===== src/rtl/sfwc_pkg.sv =====
// ----------------------------------------------------------------------------
// Sliding frame weighted checksum package
// Shared word width and the record handed from the front stage to the
// accumulator.
// ----------------------------------------------------------------------------
package sfwc_pkg;

   localparam int DATA_W = 32;

   typedef logic [DATA_W-1:0] data_type;

   typedef struct packed {
      logic     start;
      logic     filled;
      logic     full;
      data_type sample;
      data_type oldest;
      data_type product;
   } stage_word_type;

endpackage


===== src/rtl/sfwc_cell.sv =====
// ----------------------------------------------------------------------------
// Sample cell
// One stage of the sample delay line; takes its neighbor's sample on each
// accepted word.
// ----------------------------------------------------------------------------
module sfwc_cell
   import sfwc_pkg::*;
(
   input  logic     clock,
   input  logic     shift_en,
   input  data_type data_in,
   output data_type data_out
);

   data_type sample_ff;

   always_ff @(posedge clock) begin
      if (shift_en) begin
         sample_ff <= data_in;
      end
   end

   assign data_out = sample_ff;

endmodule


===== config.mk =====
export PLATFORM = sky130hd
export DESIGN_NAME = sfwc_cell
export DESIGN_NICKNAME = d
export VERILOG_FILES = /design/src/rtl/sfwc_pkg.sv /design/src/rtl/sfwc_cell.sv
export SDC_FILE = /design/constraint.sdc
export NUM_CORES = 1
export LEC_CHECK = 0
export ABC_AREA = 1
export BUFFER_PORTS_ARGS = -buffer_cell sky130_fd_sc_hd__buf_2
export CAP_MARGIN = 10
export CORE_MARGIN = 3
export CORE_UTILIZATION = 25
export CTS_CLUSTER_DIAMETER = 120
export DETAILED_ROUTE_END_ITERATION = 8
export GPL_TIMING_DRIVEN = 1
export SYNTH_ARGS = -nofsm -noshare
export SYNTH_HDL_FRONTEND = slang
export SYNTH_SLANG_ARGS = --single-unit

===== constraint.sdc =====
create_clock -name clock -period 0.8 [get_ports clock]
set_input_delay 0.08 -clock clock [delete_from_list [all_inputs] [get_ports clock]]
set_output_delay 0.08 -clock clock [all_outputs]
set_load 0.01 [all_outputs]

## Word level (Yosys, flattened, before mapping)

Cells that the tools add are included.
Widths: inputs -> output; s select.

| word-level totals | value |
|---|---|
| register bits after elaboration | 32 |
| output and inout bits | 32 |

## Depth between registers and ports, before layout

| logic depth | value |
|---|---|
| word-level depth | 0 |
| depth in mapped cells | 0 |
| gate-level depth less buffers | 0 |

## Worst setup path before layout

No wires, ideal clock.

| timing path | value |
|---|---|
| path type | register to output |
| start | reg sample_ff[0] (netlist: data_out[0]) |
| end | out data_out[0] |
| arrival | 0.394 ns |
| data required time | 0.720 ns |
| setup slack | 0.326 ns |
| cell stages (with the launch flop) | 1 |
| buffers on the path | 0 |
| cell sequence | edfxtp_1 |

RTL lines:

| element | line | text |
|---|---|---|
| from (decl) | sfwc_cell.sv:15 | `data_type sample_ff;` |
| from (signal assigned) | sfwc_cell.sv:19 | `sample_ff <= data_in;` |
| to (decl) | sfwc_cell.sv:12 | `output data_type data_out` |

No word-level cell between the ends.

## Final worst setup path

| timing path | value |
|---|---|
| start | reg sample_ff[6] (netlist: data_out[6]) |
| end | out data_out[6] |

No word-level cell between the ends.

==> key figures <==
Timing
  – Unrepaired setup endpoints after global routing: true
  – Fin. max-slew vios: 0
  – Slew margin rel.: 92.6%
  – Hold Fails Final Rpt: 0
  – Final setup viols: 32
  – Worst-margin pin slew: 0.111 ns
  – Max Clock Freq: 1.12 GHz
  – Post-route worst setup slack: -0.0932 ns
  – Post-route clock period utilization: 112%
  – Fin crit period: 0.893 ns

Drt
  – Routed wire length: 2.20 mm
  – Avg WL per Cell: 11.9 um
  – Via count: 696
  – Vias/cell: 3.76
  – Iteration-0 DRC count of the detailed router: 7
  – Pre-antenna DRT Iters: 4
  – DRC: 0
  – Antenna viol nets, final: 0

Finish
  – Commonest cells after routing, fill and taps aside: buf_2 (64), edfxtp_1 (32), dlygate4sd3_1 (32)
  – Area grow syn2layout: 86.7%
  – ANT cells: 0
  – Most common cell after layout, fill and taps aside: buf_2
  – Multi-input gate count: 0
  – Share of cells above drive strength 1: 52.5%
  – Nets: 172
  – Fillers: 326
  – Multi-input logic area: 0 um^2
  – Fin area: 0.00179 mm^2
  – Max reg flops: 32

Clocking
  – Max Root-Sink Buffers: 2
  – Post-CTS setup buffers: 0
  – Clock buffer count from CTS: 5
  – Clock root buffer: clkbuf_8
  – CTS clk-pin slew, worst paths: 0.06 ns
  – CTS tree: built
  – H-tree depth: 2
  – Clock Sinks: 32

Logic synthesis
  – Synth Area in Simple Gates: 0%
  – Synth cell types: 1
  – Synth Area in Adders: 0%
  – Post-synth top area share: 100%
  – Largest area contributor in the netlist: edfxtp_1
  – FF+latch count, synth: 32
  – Post-synthesis cell count: 32
  – Post-Syn Nets: 66
  – Cell area after synthesis: 961 um^2
  – Compound-cell area share of the yosys netlist: 0%
  – Seq/Total Area, Yosys: 100%
  – Post-synthesis xor/xnor area fraction: 0%
  – YS warnings: 0
  – Multiplexer share of the synthesized area: 0%
  – Ranking of synthesized cells by area: edfxtp_1 (100%)
  – Avg Inst Size Synth: 30.0 um^2

Floorplanning
  – I/O pins: 66
  – Row cnt: 21
  – Starting Density: 27.3%
  – DIE AREA: 0.00462 mm^2
  – Die H: 68.0 um
  – CORE AREA: 0.00352 mm^2
  – Die span in x: 68.0 um

Critical path
  – Crit path max-delay family: flip-flops
  – Crit-path cells: buf_2
  – Setup crit end kind: output port
  – CP startpoint kind: register
  – Critical-path top delay cell: edfxtp_1
  – Crit path max fanout: 1
  – Buf+Inv Stages, Crit Path: 1
  – CP peak stage delay: 0.39 ns
  – Worst EP required: 0.72 ns
  – Crit Path Class: register to output port
  – Crit path arrival time: 0.81 ns

GRT
  – Antenna violations before repair: 0
  – First-pass GRT wire length: 3.32 mm
  – Total gr overflow: 0
  – Gr usage total: 10.6%
  – Vias in the first global route: 760
  – Largest net degree at the start of global routing: 21

Hold path
  – Hold Path Class: input pin to register

Job
  – Max-cap violations: 0

Place
  – # port buffers: 65
  – GP Congestion: 0.620
  – DP Area: 0.00138 mm^2

Power and ir drop
  – Power density cells: 2010 mW/mm^2
  – Worst vdd ir: 1.37 mV
  – LEAKAGE: 0.762 nW
  – Total power: 3.60 mW

Status
  – Status: complete, but fails checks
  – Failing checks: setup timing
## kinds of logic (layout without fill, tap and decap cells)
logic type,after synthesis,count (layout)
flip-flops,32,32
buffers and inverters,0,107
## cell type report
class	instances	area (um^2)	share of cell area, %
clock buffer	6	72.6	4.04
clock inverter	2	11.3	0.628
sequential	32	961	53.6
tap	46	57.6	3.21
timing repair buffer	99	692	38.6
## per-layer routing
layer	up-vias	share of wire (%)	global-route usage (%)
li1	342	-	-
met1	314	32	8.57
met2	33	58	19.0
met3	7	7.1	4.11
met4	0	2.9	9.68
met5	-	0	0
## Yosys cell counts
| library cell | instances |
|---|---|
| edfxtp_1 | 32 |
## per-stage QoR
stage	utilization, %	TNS (ns)	cells	hold WS, ns	setup slack (ns)
2_1_floorplan	-	0	32	0.179	0.326
3_3_place_gp	39.3	0	145	0.256	0.110
3_5_place_dp	39.3	0	145	0.258	0.0988
4_1_cts	50.8	-2.43	185	0.198	-0.108
5_1_grt	51.0	-3.24	185	0.217	-0.132
6_report	51.0	-1.86	185	0.210	-0.0932
## power breakdown
part / switching (mW) / internal, mW
clock network: 0.530 / 0.601
registers: 0.0322 / 1.99
logic: 0.185 / 0.263
## path summary, 6_finish.rpt
| check | startpoint | endpoint | slack, ns | cells past startpoint |
|---|---|---|---|---|
| setup / recovery | data_out[6] | data_out[6] | -0.09 | 1 |
| hold / removal | shift_en | data_out[9] | 0.21 | 2 |
## repair_timing
action | in CTS | in global routing
endpoints found under the hold margin | 32 | 0
hold buffers | 32 | 0
resized for setup | 0 | 1
setup endpoints to repair | 32 | 32
No activity file was read; power rests on OpenSTA's default activity.
