### config.mk
export PLATFORM = sky130hd
export DESIGN_NAME = sfwc_accum
export DESIGN_NICKNAME = d
export VERILOG_FILES = /design/src/rtl/sfwc_pkg.sv /design/src/rtl/sfwc_accum.sv
export SDC_FILE = /design/constraint.sdc
export NUM_CORES = 1
export LEC_CHECK = 0
export BUFFER_PORTS_ARGS = -buffer_cell sky130_fd_sc_hd__buf_2
export CAP_MARGIN = 0
export CORE_MARGIN = 2
export CORE_UTILIZATION = 53
export DETAILED_ROUTE_END_ITERATION = 10
export PLACE_DENSITY = 0.86
export SYNTH_ARGS = -nofsm -noshare
export SYNTH_HDL_FRONTEND = slang
export SYNTH_SLANG_ARGS = --single-unit
### constraint.sdc
create_clock -name clock -period 3.7 [get_ports clock]
set_clock_uncertainty 0.15 [all_clocks]
set_input_delay 0.185 -clock clock [delete_from_list [all_inputs] [get_ports clock]]
set_output_delay 0.185 -clock clock [all_outputs]
set_load 0.02 [all_outputs]
### src/rtl/sfwc_pkg.sv
// ----------------------------------------------------------------------------
// Sliding frame weighted checksum package
// Shared word width and the record handed from the front stage to the
// accumulator.
// ----------------------------------------------------------------------------
package sfwc_pkg;

   localparam int DATA_W = 32;

   typedef logic [DATA_W-1:0] data_type;

   typedef struct packed {
      logic     start;
      logic     filled;
      logic     full;
      data_type sample;
      data_type oldest;
      data_type product;
   } stage_word_type;

endpackage

### src/rtl/sfwc_accum.sv
// ----------------------------------------------------------------------------
// Checksum accumulator
// Keeps the running window sum and weighted checksum and holds the result
// word until the receiver takes it.
// ----------------------------------------------------------------------------
module sfwc_accum
   import sfwc_pkg::*;
(
   input  logic           clock,
   input  logic           reset,
   input  logic           in_valid,
   input  stage_word_type in_word,
   output logic           in_ready,
   output logic           out_valid,
   input  logic           out_stall,
   output data_type       out_checksum,
   output logic           out_full
);

   logic     valid_ff;
   logic     valid_in;
   logic     full_ff;
   data_type sum_ff;
   data_type sum_in;
   data_type chk_ff;
   data_type chk_in;
   data_type sum_base;
   data_type chk_base;
   logic     move;

   assign in_ready = !valid_ff || !out_stall;
   assign move     = in_valid && in_ready;
   assign valid_in = in_ready ? in_valid : valid_ff;

   always_comb begin
      sum_base = in_word.start ? '0 : sum_ff;
      chk_base = in_word.start ? '0 : chk_ff;
      chk_in   = chk_base + in_word.product - (in_word.filled ? sum_base : '0);
      sum_in   = sum_base + in_word.sample - (in_word.filled ? in_word.oldest : '0);
   end

   always_ff @(posedge clock) begin
      if (reset) begin
         valid_ff <= 1'b0;
         full_ff  <= 1'b0;
         sum_ff   <= '0;
         chk_ff   <= '0;
      end else begin
         valid_ff <= valid_in;
         if (move) begin
            full_ff <= in_word.full;
            sum_ff  <= sum_in;
            chk_ff  <= chk_in;
         end
      end
   end

   assign out_valid    = valid_ff;
   assign out_checksum = chk_ff;
   assign out_full     = full_ff;

   a_start_checksum : assert property (@(posedge clock) disable iff (reset)
      (move && in_word.start) |=> (chk_ff == $past(in_word.product)))
      else $error("checksum after track start is not the first product");

   a_start_sum : assert property (@(posedge clock) disable iff (reset)
      (move && in_word.start) |=> (sum_ff == $past(in_word.sample)))
      else $error("sum after track start is not the first sample");

   a_hold_when_blocked : assert property (@(posedge clock) disable iff (reset)
      !in_ready |=> ($stable(chk_ff) && $stable(sum_ff)))
      else $error("accumulator changed while the result word was held");

endmodule

; Yosys cells after proc, flatten, opt, wreduce, memory -nomap -nowiden
; Cells that the tools add are included.
[op_classes]
add_sub_neg = 4
multipliers = 0
div_mod_pow = 0
magnitude_cmp = 0
n_eq_ne = 0
shifts = 0
mux = 4
n_bitwise = 0
n_reduce_logical = 4
[ops]
columns = op, count
row1 = 2-to-1 mux 32 bit, 4
row2 = adder 32 bit, 2
row3 = subtractor 32 bit, 2
row4 = logical NOT 1 bit, 2
row5 = logical AND 1 bit, 1
row6 = logical OR 1 bit, 1
[totals]
register_bits = 66
latchBits = 0
ramBits = 0
rom_bits = 0
input_bits = 103
word_cells = 16
n_memories = 0

; Longest topological paths before layout
[logic_depth]
depth_word = 3
ltp_mapped = 17
mapped_depth_nobuf = 15

; Worst setup path before layout
; No wires, ideal clock.
[synth_timing]
path_kind = input port to flip-flop
from = in in_word[98] (netlist name)
to = reg chk_ff[31], in the netlist out_checksum[31]
setup_ps = 86
arrival_ps = 3245
required_time_ps = 3464
slack_ps = 219
path_stages = 15
cell_sequence = clkbuf_1 -> nor2b_1 -> clkbuf_1 -> and2_1 -> fa_1 -> inv_1 -> ha_1 -> o21ai_1 -> o21ai_1 -> a221oi_1 -> o31a_2 -> o41ai_2 -> a41oi_2 -> xnor2_1 -> a211oi_1
[synth_between]
elab_chain_len = 3
[synth_lines]
columns = element, line
row1 = from (decl), sfwc_accum.sv:12  ; input stage_word_type in_word,
row2 = 2-to-1 mux 32 bit (on tied branches), "sfwc_accum.sv:37, sfwc_accum.sv:36"
row3 = adder 32 bit or 2-to-1 mux 32 bit (tied branches), sfwc_accum.sv:38  ; chk_in = chk_base + in_word.product - (in_word.filled ? sum_base : '0);
row4 = subtractor 32 bit *, sfwc_accum.sv:38
row5 = to (signal assigned), sfwc_accum.sv:53  ; chk_ff <= chk_in;
row6 = to (decl), sfwc_accum.sv:25  ; data_type chk_ff;
; Mark *: on every way between the ends. The rest lies on a longest branch, timed or not.
; A chain may end at the register's enable or synchronous reset.

; Final worst setup path
[layout_timing]
from = reg sum_ff[6]
to = reg chk_ff[31], in the netlist out_checksum[31]
[layout_between]
elab_chain_len = 3
[layout_lines]
columns = element, line
row1 = from (decl), sfwc_accum.sv:23  ; data_type sum_ff;
row2 = from (signal assigned), sfwc_accum.sv:52  ; sum_ff <= sum_in;
row3 = 2-to-1 mux 32 bit, sfwc_accum.sv:36  ; sum_base = in_word.start ? '0 : sum_ff;
row4 = 2-to-1 mux 32 bit, sfwc_accum.sv:38
row5 = subtractor 32 bit, sfwc_accum.sv:38
; Every way passes these cells.

==> impl_results.md <==
- VDD IR max: 252.8 uV
- Area delta synth->final: 18.72%
- Initial antenna violation count: 0
- Initial core utilization: 54.30%
- Worst stage delay on the critical path: roughly 0.50 ns
- Ys async rst share: 0%
- IO buf count: 137
- Cells after synthesis: between 1000 and 1500
- Vias in the first global route: between 7000 and 8000
- Gate power share: 65.9%
- Rows: 45
- Post-synth EDFFs: 0
- Fmax: 0.2857 GHz
- Drt pass-1 iters: 5
- Total global-route track usage: 27.82%
- Minimum clock period: around 3.5 ns
- Post-synth cell types: 67
- WL final: ~23000 um
- XOR/XNOR Fraction of Synth Area: 5.942%
- Seq/Total Area, Yosys: 16.01%
- Die span in y: around 130 um
- Clock Path Buffers: 2
- Clock power share: 14.5%
- P per Cell Area: roughly 560 nW/um^2
- Iter 0 DRT Violations: 665
- P_leak: 4.977 nW
- CTS tree: built
- Core area: 15200 um^2
- CP Launch Type: flip-flop
- Avg Vias per Cell: 5.560
- Launching point of the worst reg2reg path: sum_ff[6]
- Primary FF master, synth: dfxtp_1
- Ys Warns: 0
- Clk_lat worst skew: 0.33 ns
- Final core occ: 64.46%
- Final hold vios: 0
- Number of setup violations in the final report: 0
- Int Power: around 3 mW
- Synth Area per Inst: 7.573 um^2
- Post-synthesis compound-gate area fraction: 20.84%
- Simple-gate share of the synthesized area: 21.33%
- Die area: ~17000 um^2
- DP HPWL: 17950 um
- Seq cells post-synth: 66
- WS Path Type: reg -> reg
- Largest net degree at the start of global routing: 65
- Critical path, cell by cell: and2_1, fa_1, inv_1, ha_1, nand4_1, nor2_1, a221oi_1, o31a_2, o41ai_2, a41oi_2, xnor2_1, a211oi_1
- Slew HR: 37.94%
- Mux cell area share after synthesis: 0.2425%
- Critical Path AT: 3.59 ns
- Die Width: 128.8 um
- Setup WS post-layout: 0.1993 ns
- P_sw: 2.528 mW
- Slowest cell on the critical path: fa_1
- Number of max-cap violations: 0
- Critical path peak fanout: 6
- Syn_nets: 1319
- Worst setup path startpoint: sum_ff[6]
- Fill cells: approximately 1300
- Total Nets Final: 1483
- Hold Crit Start: in_word[0]
- Worst setup EP type: flip-flop
- Mapped cell area: 8254 um^2
- Worst Reg-to-Reg Cells: 12
- Hold EP: out_checksum[0]
- RR Endpoint: out_checksum[31]
- Drt wl/cell: 15.70 um
- Clock slew at reported path FFs: roughly 0.06 ns
- Vias: 8046
- Place WS: -0.3341 ns
- Diodes inserted: 0
- I/O pin count: 138
- Final GP Congestion: 0.9883
- Area share of fa/ha/maj cells after synthesis: 24.74%
- WHS Path Cells: 4
- Layout cells sized above 1: 19.22%
- H-tree depth: 3
- Sequential share of power: 19.6%
- Tcrit/Tclk final: 94.61%
- Worst reg2reg setup slack: 0.20 ns
- Final Slew Violations: 0
- Root Buffer: clkbuf_16
- First-pass GRT wire length: around 37000 um
- Sw Share: 45.84%
- CP required: ~3.8 ns
- Drt drc: 0
- ANT nets after route: 0
- Worst Tran Pin Value: 0.9275 ns
- Total gr overflow: 0
- HP Class: in -> reg
- Status: completed
- Number of buffers created by CTS: 9
- RSZ-0062 raised after global routing: false
- Sink Count: 66
- Largest family of logic cells by synthesized area: adder cells
critical path: cells and delay by family, from the launching register on:
family | cells | cell delay, ns
fa+ha+maj | 2 | 0.88
flops | 1 | 0.37
xor+xnor | 1 | 0.16
compound gates | 5 | 1.32
simple gates | 3 | 0.50
buf+inv | 1 | 0.04
metal layers:
layer | global-route usage, % | part of all wire, % | vias up
met5 | 0 | 0 | -
met4 | 10.17 | 3.0 | 0
li1 | - | - | 3890
met3 | 3.285 | 6.4 | 64
met1 | 36.08 | 43 | 3772
met2 | 47.84 | 48 | 320
power by group through the flow:
stage / combinational [mW] / clock (mW) / sequential (mW)
after floorplan: 2.39 / 0 / 1.13
after global placement: 3.45 / 0 / 1.08
after detailed placement: 3.55 / 0 / 1.09
after CTS: 3.58 / 0.794 / 1.07
after global routing: 4.02 / 0.828 / 1.10
final: 3.63 / 0.798 / 1.08
flip-flops by register name, indices dropped and copies added, names as in the netlist:
name,flops
out_checksum,32
out_valid,1
sum_ff,32
out_full,1
cells by family (layout without fill, tap and decap cells):
logic type               count (synthesis)  in the layout
adder cells (fa/ha/maj)                126            126
XOR/XNOR                                56             56
AO/OA/AOI/OAI                          259            259
multiplexers                             2              2
buffers and inverters                  237            406
AND/OR/NAND/NOR                        344            344
flip-flops                              66             66
Yosys cell counts (4+ instances only):
| library cell | n | area [um^2] |
|---|---|---|
| inv_1 | 182 | 683.2 |
| nand2_1 | 115 | 431.7 |
| a21oi_1 | 86 | 430.4 |
| dfxtp_1 | 66 | 1321 |
| ha_1 | 64 | 800.8 |
| and2_1 | 62 | 387.9 |
| fa_1 | 62 | 1241 |
| nand2b_1 | 62 | 387.9 |
| clkbuf_1 | 48 | 180.2 |
| o21ai_0 | 45 | 225.2 |
| nor2_1 | 40 | 150.1 |
| xnor2_1 | 34 | 297.8 |
| a21o_1 | 30 | 225.2 |
| xor2_1 | 22 | 192.7 |
| nand4_1 | 15 | 93.84 |
| nand3_1 | 14 | 70.07 |
| nor2b_1 | 13 | 81.33 |
| a211oi_1 | 11 | 82.58 |
| a31oi_1 | 9 | 56.30 |
| o21bai_1 | 9 | 67.56 |
| and3_1 | 7 | 43.79 |
| nor3_1 | 7 | 35.03 |
| o21ai_1 | 6 | 30.03 |
| o31ai_1 | 6 | 45.04 |
| o21a_1 | 5 | 37.54 |
| a22o_1 | 4 | 35.03 |
| a31o_2 | 4 | 35.03 |
worst max path at each step:
stage	depth (start not counted)	slack, ns	end
detailed placement	14	-0.33	out_checksum[29]
global placement	15	-0.19	out_checksum[28]
finish	12	0.20	out_checksum[31]
CTS	15	0.21	sum_ff[26]
floorplan	15	0.22	out_checksum[31]
global route	12	0.03	out_checksum[31]
final cells by class:
cell class | instances | area (um^2) | area share, %
Inverter | 182 | 683.2 | 6.971
Tap cell | 188 | 235.2 | 2.400
Clock inverter | 4 | 27.53 | 0.2809
Multi-Input combinational cell | 787 | 6043 | 61.67
Timing Repair Buffer | 208 | 1242 | 12.68
Clock buffer | 12 | 246.5 | 2.515
Sequential cell | 66 | 1321 | 13.48
through the flow:
stage	instance area, um^2	std cells	hold WS (ns)	power, mW	TNS [ns]
finish	9799	1447	0.08944	5.515	0
CTS	9791	1447	0.08533	5.451	0
global route	9799	1447	0.1218	5.944	0
floorplan	8254	1090	0.1524	3.520	0
global placement	9484	1428	0.2767	4.533	-1.848
detailed placement	9484	1428	0.2836	4.633	-4.201
placed cells by master (no fill, tap or decap), drive strengths merged, types with 4 or more instances in the layout:
cell | netlist | layout
ha | 64 | 64
nor2 | 40 | 40
and2 | 62 | 62
inv | 182 | 182
nand3 | 14 | 14
o21bai | 9 | 9
o21a | 5 | 5
buf | 5 | 205
o31ai | 8 | 8
nor3 | 7 | 7
nor2b | 13 | 13
a211oi | 13 | 13
nand4 | 15 | 15
a41oi | 4 | 4
a22o | 4 | 4
o21ai | 52 | 52
nand2 | 115 | 115
fa | 62 | 62
dfxtp | 66 | 66
clkbuf | 50 | 12
a31oi | 9 | 9
nand2b | 62 | 62
xor2 | 22 | 22
and3 | 7 | 7
a31o | 5 | 5
a21o | 31 | 31
a21oi | 87 | 87
xnor2 | 34 | 34
timing repair:
item                       CTS  global route
gates resized for setup      1             2
setup endpoints to repair    3             3
buffers inserted             0             0
hold buffers                 3             0
hold endpoints to repair     2             0
No activity file was read; power rests on OpenSTA's default activity.
